**config.mk**
```make
export PLATFORM = sky130hd
export DESIGN_NAME = bounded_deque_with_search_core
export DESIGN_NICKNAME = d
export VERILOG_FILES = /design/src/bdqs_pkg.sv /design/src/bdqs_cell.sv /design/src/bounded_deque_with_search_core.sv
export VERILOG_INCLUDE_DIRS = /design/src /design/src/src
export SDC_FILE = /design/constraint.sdc
export NUM_CORES = 2
export LEC_CHECK = 0
export ABC_CLOCK_PERIOD_IN_PS = 9250
export BUFFER_PORTS_ARGS = -buffer_cell sky130_fd_sc_hd__buf_2
export CORE_AREA = 2 2 318 351
export DETAILED_ROUTE_END_ITERATION = 7
export DIE_AREA = 0 0 320 353
export MAX_ROUTING_LAYER = met4
export PLACE_DENSITY = 0.82
export SLEW_MARGIN = 10
export SYNTH_ARGS = -nofsm -noshare
export SYNTH_HDL_FRONTEND = slang
export SYNTH_HIERARCHICAL = 1
export SYNTH_SLANG_ARGS = --single-unit
```
**constraint.sdc**
```tcl
create_clock -name clk_i -period 9.25 [get_ports clk_i]
set_input_delay 0 -clock clk_i [delete_from_list [all_inputs] [get_ports clk_i]]
set_output_delay 0 -clock clk_i [all_outputs]
set_load 0.02 [all_outputs]
```
**src/bounded_deque_with_search_core_defines.svh**
```systemverilog
// assertion macros shared by the deque rtl
`ifndef BOUNDED_DEQUE_WITH_SEARCH_CORE_DEFINES_SVH
`define BOUNDED_DEQUE_WITH_SEARCH_CORE_DEFINES_SVH

// property checked outside reset
`define BDQS_ASSERT(lbl, prop, msg) \
  lbl: assert property (@(posedge clk_i) disable iff (!rst_ni) prop) else $error(msg);

// condition that must never hold outside reset
`define BDQS_ASSERT_NEVER(lbl, cond, msg) \
  lbl: assert property (@(posedge clk_i) disable iff (!rst_ni) !(cond)) else $error(msg);

`endif

```
**src/bdqs_pkg.sv**
```systemverilog
// types and constants of the bounded deque with search
package bdqs_pkg;

  localparam int DEPTH_DEF = 32;
  localparam int DATA_W    = 32;
  localparam int MODE_W    = 3;
  localparam int STATUS_W  = 2;
  localparam int CNT_W     = 6;

  localparam int IN_TDATA_W  = ((DATA_W + 7) / 8) * 8;
  localparam int OUT_TDATA_W = ((DATA_W + 1 + CNT_W + 7) / 8) * 8;

  typedef enum logic [MODE_W-1:0] {
    MODE_APPEND    = 3'd0,
    MODE_REM_FRONT = 3'd1,
    MODE_REM_BACK  = 3'd2,
    MODE_LIST_FWD  = 3'd3,
    MODE_LIST_BWD  = 3'd4,
    MODE_SEARCH    = 3'd5,
    MODE_COUNT     = 3'd6
  } mode_e;

  typedef enum logic [STATUS_W-1:0] {
    STATUS_OK    = 2'd0,
    STATUS_EMPTY = 2'd1,
    STATUS_FULL  = 2'd2
  } status_e;

  typedef enum logic [1:0] {
    ST_IDLE = 2'b01,
    ST_SCAN = 2'b10
  } state_e;

  // shared control for the row of cells
  typedef struct packed {
    logic load;
    logic fwd;
    logic bwd;
  } cell_ctl_t;

endpackage

```
**src/bdqs_cell.sv**
```systemverilog
// one storage cell of the deque chain
module bdqs_cell (
  input  logic                          clk_i,
  input  bdqs_pkg::cell_ctl_t           ctl_i,
  input  logic                          sel_i,
  input  logic [bdqs_pkg::DATA_W-1:0]   load_data_i,
  input  logic [bdqs_pkg::DATA_W-1:0]   next_i,
  input  logic [bdqs_pkg::DATA_W-1:0]   prev_i,
  output logic [bdqs_pkg::DATA_W-1:0]   data_o
);

  logic [bdqs_pkg::DATA_W-1:0] data_q;
  logic [bdqs_pkg::DATA_W-1:0] data_d;

  always_comb begin
    data_d = data_q;
    if (ctl_i.load && sel_i) begin
      data_d = load_data_i;
    end else if (ctl_i.fwd) begin
      data_d = next_i;
    end else if (ctl_i.bwd) begin
      data_d = prev_i;
    end
  end

  always_ff @(posedge clk_i) begin
    data_q <= data_d;
  end

  assign data_o = data_q;

endmodule

```
**src/bounded_deque_with_search_core.sv**
```systemverilog
// top level of the bounded deque with search, a rotating row of cells
//
//   port group  dir  payload
//   s_axis      in   tdata: value; tuser: mode
//   m_axis      out  tdata: data, found, entry_count; tuser: status; tlast: last
//
// append, remove and count put their result in the output register when the item is accepted
// list and search rotate the whole row once per item, held by output stalls
// the front entry sits in cell 0; a rotation returns the row to its order
// s_axis is held off while a rotation runs or the output register is full and stalled
// reset clears control and counts; cell contents are never cleared
`include "bounded_deque_with_search_core_defines.svh"

module bounded_deque_with_search_core #(
  parameter int DEPTH = bdqs_pkg::DEPTH_DEF
) (
  input  logic                               clk_i,
  input  logic                               rst_ni,
  input  logic                               s_axis_tvalid_i,
  output logic                               s_axis_tready_o,
  // value [31:0]
  input  logic [bdqs_pkg::IN_TDATA_W-1:0]    s_axis_tdata_i,
  // mode [2:0]
  input  logic [bdqs_pkg::MODE_W-1:0]        s_axis_tuser_i,
  output logic                               m_axis_tvalid_o,
  input  logic                               m_axis_tready_i,
  // data [31:0], found [32], entry_count [38:33], zero fill
  output logic [bdqs_pkg::OUT_TDATA_W-1:0]   m_axis_tdata_o,
  // status [1:0]
  output logic [bdqs_pkg::STATUS_W-1:0]      m_axis_tuser_o,
  output logic                               m_axis_tlast_o
);

  localparam int OW = $clog2(DEPTH + 1);
  localparam int KW = $clog2(DEPTH);
  localparam int DW = bdqs_pkg::DATA_W;

  bdqs_pkg::state_e    state_q, state_d;
  bdqs_pkg::mode_e     mode_q, mode_d;
  logic [OW-1:0]       occ_q, occ_d;
  logic [KW-1:0]       k_q, k_d;
  logic [DW-1:0]       key_q, key_d;
  logic                hit_q, hit_d;

  logic                m_valid_q;
  logic [bdqs_pkg::STATUS_W-1:0] m_status_q;
  logic [DW-1:0]       m_data_q;
  logic                m_found_q;
  logic [bdqs_pkg::CNT_W-1:0]    m_cnt_q;
  logic                m_last_q;

  logic                out_load;
  logic [bdqs_pkg::STATUS_W-1:0] out_status;
  logic [DW-1:0]       out_data;
  logic                out_found;
  logic [bdqs_pkg::CNT_W-1:0]    out_cnt;
  logic                out_last;

  bdqs_pkg::cell_ctl_t ctl;
  logic [DW-1:0]       cell_val [DEPTH];

  logic                out_free;
  logic                accept;
  logic                empty;
  logic                full;
  logic                scanning;
  logic                full_append;
  logic [bdqs_pkg::MODE_W-1:0] in_mode;
  logic [DW-1:0]       in_value;
  logic                in_range;
  logic                tail_range;
  logic                at_end;
  logic                match;
  logic                emit;
  logic                step;

  assign out_free        = !m_valid_q || m_axis_tready_i;
  assign s_axis_tready_o = (state_q == bdqs_pkg::ST_IDLE) && out_free;
  assign accept          = s_axis_tvalid_i && s_axis_tready_o;
  assign empty           = (occ_q == '0);
  assign full            = (occ_q == OW'(DEPTH));
  assign scanning        = (state_q == bdqs_pkg::ST_SCAN);
  assign full_append     = accept && (in_mode == bdqs_pkg::MODE_APPEND) && full;
  assign in_mode         = s_axis_tuser_i;
  assign in_value        = s_axis_tdata_i[DW-1:0];

  assign in_range   = OW'(k_q) < occ_q;
  assign tail_range = OW'(k_q) >= (OW'(DEPTH) - occ_q);
  assign at_end     = (k_q == KW'(DEPTH - 1));
  assign match      = in_range && (cell_val[0] == key_q);

  always_comb begin
    state_d    = state_q;
    mode_d     = mode_q;
    occ_d      = occ_q;
    k_d        = k_q;
    key_d      = key_q;
    hit_d      = hit_q;
    ctl        = '0;
    out_load   = 1'b0;
    out_status = bdqs_pkg::STATUS_OK;
    out_data   = '0;
    out_found  = 1'b0;
    out_cnt    = '0;
    out_last   = 1'b1;
    emit       = 1'b0;
    step       = 1'b0;
    case (state_q)
      bdqs_pkg::ST_IDLE: begin
        if (accept) begin
          case (in_mode)
            bdqs_pkg::MODE_APPEND: begin
              out_load = 1'b1;
              if (full) begin
                out_status = bdqs_pkg::STATUS_FULL;
              end else begin
                ctl.load = 1'b1;
                occ_d    = occ_q + 1'b1;
              end
            end
            bdqs_pkg::MODE_REM_FRONT, bdqs_pkg::MODE_REM_BACK,
            bdqs_pkg::MODE_LIST_FWD, bdqs_pkg::MODE_LIST_BWD,
            bdqs_pkg::MODE_SEARCH, bdqs_pkg::MODE_COUNT: begin
              if (empty) begin
                out_load   = 1'b1;
                out_status = bdqs_pkg::STATUS_EMPTY;
              end else begin
                case (in_mode)
                  bdqs_pkg::MODE_REM_FRONT: begin
                    out_load = 1'b1;
                    ctl.fwd  = 1'b1;
                    occ_d    = occ_q - 1'b1;
                  end
                  bdqs_pkg::MODE_REM_BACK: begin
                    out_load = 1'b1;
                    occ_d    = occ_q - 1'b1;
                  end
                  bdqs_pkg::MODE_COUNT: begin
                    out_load = 1'b1;
                    out_cnt  = bdqs_pkg::CNT_W'(occ_q);
                  end
                  default: begin
                    state_d = bdqs_pkg::ST_SCAN;
                    mode_d  = bdqs_pkg::mode_e'(in_mode);
                    key_d   = in_value;
                    k_d     = '0;
                    hit_d   = 1'b0;
                  end
                endcase
              end
            end
            default: ;
          endcase
        end
      end
      bdqs_pkg::ST_SCAN: begin
        case (mode_q)
          bdqs_pkg::MODE_LIST_FWD: begin
            emit     = in_range;
            out_data = cell_val[0];
            out_last = (OW'(k_q) == (occ_q - 1'b1));
          end
          bdqs_pkg::MODE_LIST_BWD: begin
            emit     = tail_range;
            out_data = cell_val[DEPTH-1];
            out_last = at_end;
          end
          default: begin
            emit      = at_end;
            out_found = hit_q || match;
          end
        endcase
        step = !emit || out_free;
        if (step) begin
          out_load = emit;
          ctl.fwd  = (mode_q != bdqs_pkg::MODE_LIST_BWD);
          ctl.bwd  = (mode_q == bdqs_pkg::MODE_LIST_BWD);
          k_d      = k_q + 1'b1;
          hit_d    = hit_q || match;
          if (at_end) begin
            state_d = bdqs_pkg::ST_IDLE;
          end
        end
      end
      default: begin
        state_d = bdqs_pkg::ST_IDLE;
      end
    endcase
  end

  always_ff @(posedge clk_i or negedge rst_ni) begin
    if (!rst_ni) begin
      state_q   <= bdqs_pkg::ST_IDLE;
      occ_q     <= '0;
      k_q       <= '0;
      hit_q     <= 1'b0;
      mode_q    <= bdqs_pkg::MODE_APPEND;
      m_valid_q <= 1'b0;
    end else begin
      state_q <= state_d;
      occ_q   <= occ_d;
      k_q     <= k_d;
      hit_q   <= hit_d;
      mode_q  <= mode_d;
      if (out_load) begin
        m_valid_q <= 1'b1;
      end else if (m_axis_tready_i) begin
        m_valid_q <= 1'b0;
      end
    end
  end

  always_ff @(posedge clk_i) begin
    key_q <= key_d;
    if (out_load) begin
      m_status_q <= out_status;
      m_data_q   <= out_data;
      m_found_q  <= out_found;
      m_cnt_q    <= out_cnt;
      m_last_q   <= out_last;
    end
  end

  // row of cells, cell 0 holds the front
  for (genvar i = 0; i < DEPTH; i++) begin : g_cell
    localparam int NXT = (i + 1) % DEPTH;
    localparam int PRV = (i + DEPTH - 1) % DEPTH;
    bdqs_cell u_cell (
      .clk_i       (clk_i),
      .ctl_i       (ctl),
      .sel_i       (occ_q == OW'(i)),
      .load_data_i (in_value),
      .next_i      (cell_val[NXT]),
      .prev_i      (cell_val[PRV]),
      .data_o      (cell_val[i])
    );
  end

  assign m_axis_tvalid_o = m_valid_q;
  assign m_axis_tuser_o  = m_status_q;
  assign m_axis_tlast_o  = m_last_q;
  assign m_axis_tdata_o  = bdqs_pkg::OUT_TDATA_W'({m_cnt_q, m_found_q, m_data_q});

  `BDQS_ASSERT(a_occ_bound, occ_q <= OW'(DEPTH), "occupancy above depth")
  `BDQS_ASSERT(a_scan_keeps_occ, scanning |=> $stable(occ_q), "occupancy moved during scan")
  `BDQS_ASSERT(a_scan_ends, scanning && at_end && step |=> !scanning, "scan did not end")
  `BDQS_ASSERT(a_full_append, full_append |=> $stable(occ_q), "append stored into full deque")
  `BDQS_ASSERT_NEVER(a_no_lost_item, out_load && m_valid_q && !m_axis_tready_i, "result overwritten")

endmodule

```
==> metrics.md <==
| Metric | Value |
|---|---|
| Status | complete, no violations |
| Cell Area, Placed | 59800 sq um |
| Pwr Density | 241 nW/um^2 |
| Final period utilization | 58.6% |
| Crit path time final | 5.42 ns |
| MaxCap Viol Count | 0 |
| Routed WL | 181000 um |
| Vias per inst | 6.98 |
| RSZ-0062 raised after global routing | no |
| Drt first pass iters | 8 |
| CTS buffer count | between 100 and 150 |
| Vias in the first global route | 42200 |
| Critical Path Start Type | register |
| Crit path capture | g_cell[28].u_cell/data_o[1]$_DFFE_PP_ |
| CTS sink count | 1116 |
| Fin area | 63500 sq um |
| Critical Path Start | occ_q[1]$_DFFE_PN0P_ |
| Worst-path maximum fanout | 121 |
| Largest net degree at the start of global routing | between 150 and 200 |
| Logic pwr share | 22.7% |
| Routed met2 length | 79100 um |
| WL met3 | 24600 um |
| Clock Latency Late Sink | ~0.71 ns |
| Die Y | ~350 um |
| # rows | 128 |
| Post-synth ARST share | 1.61% |
| Initial Util | 54.4% |
| Met1 WL | 64900 um |
| Final Slew Violations | 0 |
| Via Count | between 40000 and 50000 |
| PortBufs | 82 |
| Highest metal used | met4 |
| EDFF count, synth | roughly 1100 |
| DR iter-0 viols | 8859 |
| GR Util All Layers | 31.9% |
| Worst r2r path cells | 15 |
| Relative slew slack | 16.1% |
| First-pass GRT wire length | 269000 um |
| CP Capture Type | register |
| Core ar. | around 110000 sq um |
| CTS H-tree depth | 3 |
| Area Overhead vs Synth | 6.24% |
| Switching share of power | between 30% and 40% |
| Main flop type after synthesis | edfxtp_1 |
| Crit path cell chain | inv_1, ha_1, nand2_1, xnor2_1, ha_1, a21o_1, a31oi_1, o221ai_4, nand2_4, a31oi_1, nor2_4, buf_12, buf_4, mux2i_1, o21ai_1 |
| Power share of the sequential group | a little under half |
| Final hold viol count | 0 |
| Distinct cells, synth | between 50 and 60 |
| Worst EP required | about 9.7 ns |
| Grt ovf | 0 |
| Seq/Total Area, Yosys | 55.9% |
| Clk pwr share | slightly below 30% |
| DRC Markers | 0 |
| Clock Skew | 0.0311 ns |
| DIE AREA | about 110000 sq um |
| Root buf cell | clkbuf_16 |
| # IOs | 84 |
| Clk slew on worst S/H paths | 0.06 ns |
| Peak VDD IR | 0.172 mV |
| Synthesized area | roughly 60000 sq um |
| Share of cells above drive strength 1 | 8.12% |
| Post-synthesis net count | 5146 |
| Nets | 4948 |
| CP max stage cell | buf_4 |
| CP peak stage delay | 0.72 ns |
| Worst Tran Pin Value | around 1.3 ns |
| Final ANT Viol Nets | 0 |
| Mapped Avg Cell Area | around 12 sq um |
| Util after Layout | 57.8% |
| Fillers | 8499 |
| Worst setup path category | reg -> reg |
| Placer congestion estimate | 1.02 |
| Leak pwr | 17.8 nW |
| Critical R2R Launch | occ_q[1]$_DFFE_PN0P_ |
| CTS tree | done |
| HP Start | s_axis_tdata_i[19] |
| Gate Count Post-Synth | 5090 |
| Initial antenna violation count | 3 |
| CTS resizes | 0 |
| Internal | just over 10 mW |
| DP HPWL | 114000 um |
| Wire per inst | 28.2 um |
| Worst hold slack | 0.0662 ns |
| Endpoints failing setup | 0 |
| P_sw | 4.90 mW |
| Worst reg2reg endpoint | g_cell[28].u_cell/data_o[1]$_DFFE_PP_ |
| Crit path DAT | about 6 ns |
| Seq cells post-synth | 1116 |
| Max Fclk | roughly 180 MHz |
| Synth Warn # | 6 |
| Setup tns final | 0 ns |
| Die Span X | around 320 um |
| Clk buf depth | 3 |
| R2R setup slack | 3.83 ns |
| Worst hold-check path type | in -> reg |
## power groups by stage
stage | clock network (mW) | registers (mW) | logic [mW]
floorplan | 0 | 7.06 | 2.64
global placement | 0 | 7.35 | 3.21
detailed placement | 0 | 7.38 | 3.35
CTS | 4.48 | 7.28 | 3.38
global route | 4.67 | 7.34 | 3.70
finish | 4.50 | 7.33 | 3.47
## per-layer routing
metal,GRT usage [%],vias to the layer above
met4,17.8,0
met5,-,-
met1,42.9,21300
li1,-,19000
met3,5.66,653
met2,45.7,3874
## kinds of logic after synthesis
kind of cell             count (synthesis)  share of synthesized area (%)
AO/OA/AOI/OAI                         1101                           9.57
XOR/XNOR                                43                          0.630
adder cells (fa/ha/maj)                 17                          0.356
buffers and inverters                  515                           5.30
flip-flops                            1116                           55.9
multiplexers                          1026                           17.2
other                                    1                        0.00628
AND/OR/NAND/NOR                       1271                           11.0
## worst min path at each step
stage	endpoint	slack [ns]	cells after the start
5_1_grt	key_q[19]$_DFFE_PP_	0.04	1
3_3_place_gp	mode_q[1]$_DFFE_PN0P_	-0.03	1
6_report	key_q[19]$_DFFE_PP_	0.07	1
2_1_floorplan	hit_q$_DFFE_PN0P_	-0.30	0
4_1_cts	key_q[16]$_DFFE_PP_	0.003	1
3_5_place_dp	mode_q[2]$_DFFE_PN0P_	-0.03	1
## layout make-up
class,count,area [sq um],share of cell area (%)
inverter,13,48.8,0.0769
clock inverter,51,437,0.688
tap,1430,1790,2.82
sequential,1116,33400,52.7
multi-input combinational,3459,23300,36.6
timing repair buffer,188,1390,2.18
antenna,3,7.51,0.0118
clock buffer,158,3120,4.92
## critical path, delay by kind of cell, from the launching register on
kind	cells	cell delay, ns
AO/OA/AOI/OAI	5	0.82
XOR/XNOR	1	0.29
adder cells (fa/ha/maj)	2	0.61
buffers and inverters	3	1.55
flip-flops	1	0.48
multiplexers	1	0.32
AND/OR/NAND/NOR	3	0.92
## metrics by stage
step,cells,setup slack (ns),power (mW)
2_1_floorplan,5090,4.27,9.70
3_5_place_dp,6194,3.97,10.7
5_1_grt,6418,3.59,15.7
6_report,6418,3.83,15.3
3_3_place_gp,6194,4.17,10.6
4_1_cts,6415,3.95,15.1
## synthesized netlist by cell type, types with 17 or more instances
| cell | count | share of area, % |
|---|---|---|
| edfxtp_1 | 1098 | 55 |
| nand3_1 | 1036 | 8.7 |
| mux2i_1 | 1026 | 17 |
| o21ai_1 | 962 | 8.1 |
| clkbuf_1 | 207 | 1.3 |
| buf_6 | 99 | 1.9 |
| buf_2 | 98 | 0.82 |
| buf_4 | 98 | 1.2 |
| o21ai_0 | 69 | 0.58 |
| nor2_1 | 49 | 0.31 |
| or3_1 | 36 | 0.38 |
| xor2_1 | 35 | 0.51 |
| nor2b_1 | 34 | 0.36 |
| a22oi_1 | 32 | 0.40 |
| and2_4 | 32 | 0.47 |
| nand2_1 | 32 | 0.20 |
| dfrtp_1 | 17 | 0.71 |
| ha_1 | 17 | 0.36 |
## what timing repair did
item / CTS / global route
setup buffers: 0 / 0
hold buffers: 12 / 0
hold endpoints to repair: 40 / 0
## state kept, by name, indices dropped and copies added, names as in the netlist
name                  cells
k_q                       5
m_cnt_q                   6
m_data_q                 32
m_axis_tlast_o            1
state_q                   2
g_cell.u_cell/data_o   1024
mode_q                    3
key_q                    32
m_axis_tvalid_o           1
occ_q                     6
m_found_q                 1
m_axis_tuser_o            2
hit_q                     1
## cell usage in the layout, fill, tap and decap left out, types with 15 or more instances in the layout
| cell | n |
|---|---|
| edfxtp_1 | 1098 |
| nand3_1 | 1036 |
| mux2i_1 | 1026 |
| o21ai_1 | 961 |
| clkbuf_16 | 117 |
| buf_4 | 82 |
| buf_2 | 82 |
| o21ai_0 | 69 |
| clkbuf_1 | 37 |
| or3_1 | 36 |
| xor2_1 | 35 |
| nor2b_1 | 34 |
| nand2_1 | 32 |
| nor2_2 | 32 |
| a22oi_1 | 32 |
| and2_4 | 32 |
| clkinv_1 | 22 |
| ha_1 | 17 |
| dfrtp_1 | 17 |
| nor2_1 | 16 |
| clkinv_2 | 15 |
No activity file was read; power rests on OpenSTA's default activity.
